[src/design/tasim_pkg.sv]
// ---------------------------------------------------------------------------
// tasim_pkg: shared definitions for the ternary and-inverter graph simulator
// Item codes, ternary value codes, rail word types and control structs.
// ---------------------------------------------------------------------------
`default_nettype none

package tasim_pkg;

  localparam int NODES    = 1024;
  localparam int PATTERNS = 64;
  localparam int ADDR_W   = (NODES > 1) ? $clog2(NODES) : 1;
  localparam int PAT_W    = $clog2(PATTERNS);
  localparam int NODE_W   = 10;
  localparam int CNT_W    = 16;

  localparam logic [2:0] OP_INIT   = 3'd0;
  localparam logic [2:0] OP_AND    = 3'd1;
  localparam logic [2:0] OP_COPY   = 3'd2;
  localparam logic [2:0] OP_INPUT  = 3'd3;
  localparam logic [2:0] OP_CONST0 = 3'd4;
  localparam logic [2:0] OP_SCORE  = 3'd5;
  localparam logic [2:0] OP_PICK   = 3'd6;
  localparam logic [2:0] OP_READ   = 3'd7;

  localparam logic [1:0] VAL_ZERO = 2'd0;
  localparam logic [1:0] VAL_ONE  = 2'd1;
  localparam logic [1:0] VAL_X    = 2'd2;

  localparam logic KIND_PICK = 1'b0;
  localparam logic KIND_READ = 1'b1;

  typedef logic [PATTERNS-1:0] word_t;

  typedef struct packed {
    word_t zero;
    word_t one;
  } rail_t;

  typedef struct packed {
    logic  score;
    word_t bin;
    logic  start;
  } cnt_ctl_t;

  typedef struct packed {
    logic             done;
    logic [PAT_W-1:0] best_idx;
    logic [CNT_W-1:0] best_cnt;
  } cnt_stat_t;

  function automatic logic in_range(input logic [NODE_W-1:0] n);
    logic [31:0] wide;
    wide = {{(32-NODE_W){1'b0}}, n};
    return wide < NODES;
  endfunction

  function automatic logic [ADDR_W-1:0] to_addr(input logic [NODE_W-1:0] n);
    logic [31:0] wide;
    wide = {{(32-NODE_W){1'b0}}, n};
    return wide[ADDR_W-1:0];
  endfunction

endpackage

`default_nettype wire

[src/design/tasim_counters.sv]
// ---------------------------------------------------------------------------
// tasim_counters: per-pattern binary counters and best-pattern search
// Scores add in parallel; a pick shifts the bank past one comparator and clears it.
// ---------------------------------------------------------------------------
`default_nettype none

module tasim_counters
  import tasim_pkg::*;
(
  input  wire logic     clk,
  input  wire logic     rst,
  input  wire cnt_ctl_t ctl,
  output cnt_stat_t     stat
);

  logic [CNT_W-1:0] cnt [PATTERNS];
  logic             busy;
  logic [PAT_W-1:0] step;
  logic             done;
  logic [PAT_W-1:0] best_idx;
  logic [CNT_W-1:0] best_cnt;

  // While busy, the head of the bank holds the pattern numbered by step, so the
  // walk sees the patterns in order and a strict compare keeps the first.
  always_ff @(posedge clk) begin
    if (rst) begin
      for (int k = 0; k < PATTERNS; k++) begin
        cnt[k] <= '0;
      end
      busy <= 1'b0;
      step <= '0;
      done <= 1'b0;
    end else begin
      done <= 1'b0;
      if (ctl.start) begin
        busy <= 1'b1;
        step <= '0;
      end else if (busy) begin
        for (int k = 0; k < PATTERNS - 1; k++) begin
          cnt[k] <= cnt[k+1];
        end
        cnt[PATTERNS-1] <= '0;
        step <= step + 1'b1;
        if (step == PAT_W'(PATTERNS - 1)) begin
          busy <= 1'b0;
          done <= 1'b1;
        end
      end else if (ctl.score) begin
        for (int k = 0; k < PATTERNS; k++) begin
          if (ctl.bin[k] && (cnt[k] != {CNT_W{1'b1}})) begin
            cnt[k] <= cnt[k] + 1'b1;
          end
        end
      end
    end
  end

  always_ff @(posedge clk) begin
    if (busy && ((step == '0) || (cnt[0] > best_cnt))) begin
      best_cnt <= cnt[0];
      best_idx <= step;
    end
  end

  assign stat.done     = done;
  assign stat.best_idx = best_idx;
  assign stat.best_cnt = best_cnt;

endmodule

`default_nettype wire

[config.mk]
export PLATFORM = sky130hd
export DESIGN_NAME = tasim_counters
export DESIGN_NICKNAME = d
export VERILOG_FILES = /design/src/design/tasim_pkg.sv /design/src/design/tasim_counters.sv
export SDC_FILE = /design/constraint.sdc
export NUM_CORES = 2
export LEC_CHECK = 0
export BUFFER_PORTS_ARGS = -buffer_cell sky130_fd_sc_hd__clkbuf_2
export CORE_UTILIZATION = 25
export DETAILED_ROUTE_END_ITERATION = 7
export GPL_TIMING_DRIVEN = 1
export PLACE_DENSITY_LB_ADDON = 0.15
export SLEW_MARGIN = 20
export SYNTH_ARGS = -nofsm -noshare
export SYNTH_HDL_FRONTEND = slang
export SYNTH_SLANG_ARGS = --single-unit
[constraint.sdc]
create_clock -name clk -period 2.8 [get_ports clk]
set_clock_uncertainty 0.05 [all_clocks]
set_input_delay 0.28 -clock clk [delete_from_list [all_inputs] [get_ports clk]]
set_output_delay 0.28 -clock clk [all_outputs]
set_load 0.005 [all_outputs]
==> impl_metrics.csv <==
group,metric,value,unit
placed_design,pre_cts_ws,0.0715,ns
power_and_ir_drop,powerDensity,579,mW/mm^2
critical_path,cp-start-kind,"flop",
critical_path,crit_chain,"ha_1, nand4_1, nor2_1, nand4_1, nand2b_1, a31oi_2",
logic_synthesis,synth_edf_count,1046,
clock_tree,cts-root-buf,"clkbuf_16",
global_routing,grt_use_total,13.2,%
routing,wl_per_cell,16.9,um
logic_synthesis,synth_ff_type,"edfxtp_1",
floorplan,initial_utilization,25.2,%
final_layout,final-instance-count-excl-fill,9628,
sta,max_slew_margin,38.3,%
logic_synthesis,yosys.area.top_type_share,51.6,%
placed_design,portBuffers,90,
clock_tree,clock_path_buffers,3,
routing,first_iter_violations,2662,
logic_synthesis,synth_nets,6261,
sta,max_freq,385,MHz
sta,fin_ws,0.204,ns
routing,dr.pass1.iters,5,
sta,setup-tns-final,0,ns
min_path,hold_class,"primary input to flop",
final_layout,final_layout_size_suffix_gt1_share,8.93,%
logic_synthesis,ys_types,63,
final_layout,final_core_util,29.3,%
flow_run,cap_violations,0,
power_and_ir_drop,ir_worst_vdd,0.353,mV
floorplan,fp.dieW,496,um
critical_path,cpMaxStageDelayCell,"a31oi_2",
logic_synthesis,ys_seq_area_share,51.8,%
placed_design,post-dp-hpwl,113,mm
critical_path,crit_type,"flop to flop",
critical_path,critPathCaptureType,"flop",
clock_tree,htreeDepth,4,
floorplan,dieArea,0.246,sq mm
floorplan,rows,180,
sta,final.period_utilization,92.7,%
routing,drc,0,
logic_synthesis,synth_top_area_cell,"edfxtp_1",
placed_design,dp.cells,9357,
routing,routed_wl,163,mm
critical_path,critPathArrivalTime,2.93,ns
global_routing,grt_pass1_wl,263,mm
clock_tree,clock_sinks,1054,
routing,m1WireLength,79.1,mm
final_layout,multiInputGateArea,0.0280,sq mm
logic_synthesis,async_flop_share,0,%
clock_tree,cts_made_buffers,138,
sta,rsz0062_at_grt,"no",
logic_synthesis,ys_seq_elements,1054,
clock_tree,worst_skew_pair.late_latency,0.78,ns
sta,maxSlewViolCount,0,
routing,vias_per_cell,4.73,
final_layout,seqCellArea,0.0316,sq mm
global_routing,antenna_found_initial,11,
outcome,status,"completed",
power_and_ir_drop,power.leakage,22.2,nW
critical_path,max_stage_delay,0.68,ns
logic_synthesis,synth.most_common_cell,"edfxtp_1",
logic_synthesis,synthTopCellsByCount,"edfxtp_1 (1046), nand2_1 (997), nor2_1 (711), o21ai_0 (490), xor2_1 (487)",
floorplan,top_level_ports,91,
critical_path,cp.required,3.14,ns
logic_synthesis,avgSynthCellArea,9.96,sq um
logic_synthesis,yosys_warnings,0,
clock_tree,cts_tree,"yes",
global_routing,grt_pass1_vias,46600,
floorplan,die_height,496,um
final_layout,area_growth,16.3,%
final_layout,fill_cells,25500,
routing,met3_length,5.66,mm
logic_synthesis,syn-cell-area,0.0609,sq mm
sta,period_needed,2.60,ns
final_layout,final_nets,6496,
global_routing,grt_max_degree,143,
floorplan,core,0.241,sq mm
final_layout,stdcell_area,0.0708,sq mm
routing,vias,45500,
sta,final_hold_viol_count,0,
clock_tree,path_clk_slew,0.06,ns
placed_design,gp_congestion,0.762,
critical_path,cp_max_fo,11,
sta,worstMarginPinSlew,0.925,ns
placed_design,place_area,0.0664,sq mm
logic_synthesis,synthCells,6111,
logic_synthesis,synth_area_leaders,"edfxtp_1 (52%), xor2_1 (7.0%), nand2_1 (6.1%)",
routing,met2WireLength,74.8,mm
global_routing,grt_overflow,0,
critical_path,crit_path_frequent_cell,"nand4_1",
routing,top_layer,"met5",
routing,ant_nets,0,
sta,setup_viol,0,
clock_tree,post-cts-setup-buffers,0,
==> where the power goes <==
part,internal [mW],total [mW],leakage [nW],switching [mW]
registers,19.0,20.7,11.1,1.69
clock network,9.41,16.6,1.98,7.21
logic,1.61,3.75,9.10,2.14
total,30.0,41.0,22.2,11.0
==> metrics by stage <==
stage          power (mW)  hold slack, ns
2_1_floorplan        23.0           0.347
3_3_place_gp         24.8           0.445
3_5_place_dp         24.8           0.460
4_1_cts              41.8        0.000377
5_1_grt              43.0          0.0744
6_report             41.0          0.0855
==> final timing paths <==
kind,start,end,slack (ns),cells after the start
worst max-delay path,cnt[0][14]$_DFFE_PP_,best_cnt[1]$_DFFE_PP_,0.20,6
worst min-delay path,ctl[21],cnt[0][334]$_SDFFCE_PN0P_,0.09,3
worst max register to register,cnt[0][14]$_DFFE_PP_,best_cnt[1]$_DFFE_PP_,0.20,6
worst min register to register,step[5]$_SDFFE_PP0P_,best_idx[5]$_DFFE_PP_,0.47,0
==> flip-flops by register name, indices dropped and copies added (netlist names) <==
| signal | cells |
|---|---|
| done | 1 |
| best_cnt | 16 |
| best_idx | 6 |
| cnt | 1024 |
| busy | 1 |
| step | 6 |
==> critical path: cells and delay by family (launching register included) <==
kind                       cells  cell delay [ns]
and+or+nand+nor                4             0.73
AOI/OAI and AO/OA              1             0.68
DFF                            1             0.41
adders and majority gates      1             0.33
==> cells by family after synthesis <==
group	share of synthesized area, %
simple gates	19.5
flops	51.8
compound gates	10.9
xor+xnor	12.8
buf+inv	2.51
fa+ha+maj	1.68
mux	0.711
==> final cells by class <==
type | instances | share of cell area (%)
antenna | 1 | 0.00353
clock buffer | 176 | 5.18
clock inverter | 60 | 0.544
inverter | 112 | 0.593
multi-input combinational | 4684 | 39.5
sequential | 1054 | 44.6
tap | 3185 | 5.62
timing repair buffer | 356 | 3.99
==> layer usage <==
layer	vias to the layer above	global-route usage [%]
met2	565	21.2
met3	214	2.19
li1	22600	-
met4	16	3.16
met1	22100	18.3
met5	-	0
==> what timing repair did <==
item                                    4_1_cts  5_1_grt
endpoints found under the setup margin        0       22
gates resized for setup                       0        1
hold buffers                                 33        0
hold endpoints to repair                    148        0
==> cells in the final DEF (no fill, tap or decap), drive strengths merged, types with 33 or more instances in the layout <==
master       count
edfxtp        1046
nand2          998
nor2           711
o21ai          530
xor2           487
xnor2          405
a211oi         392
nand3          313
clkbuf         265
buf            234
nand4          194
inv            118
nor3            89
ha              82
and4            80
and3            72
nor4            57
nand2b          52
clkinv          51
dlygate4sd3     33
(Power assumes the default switching activity.)
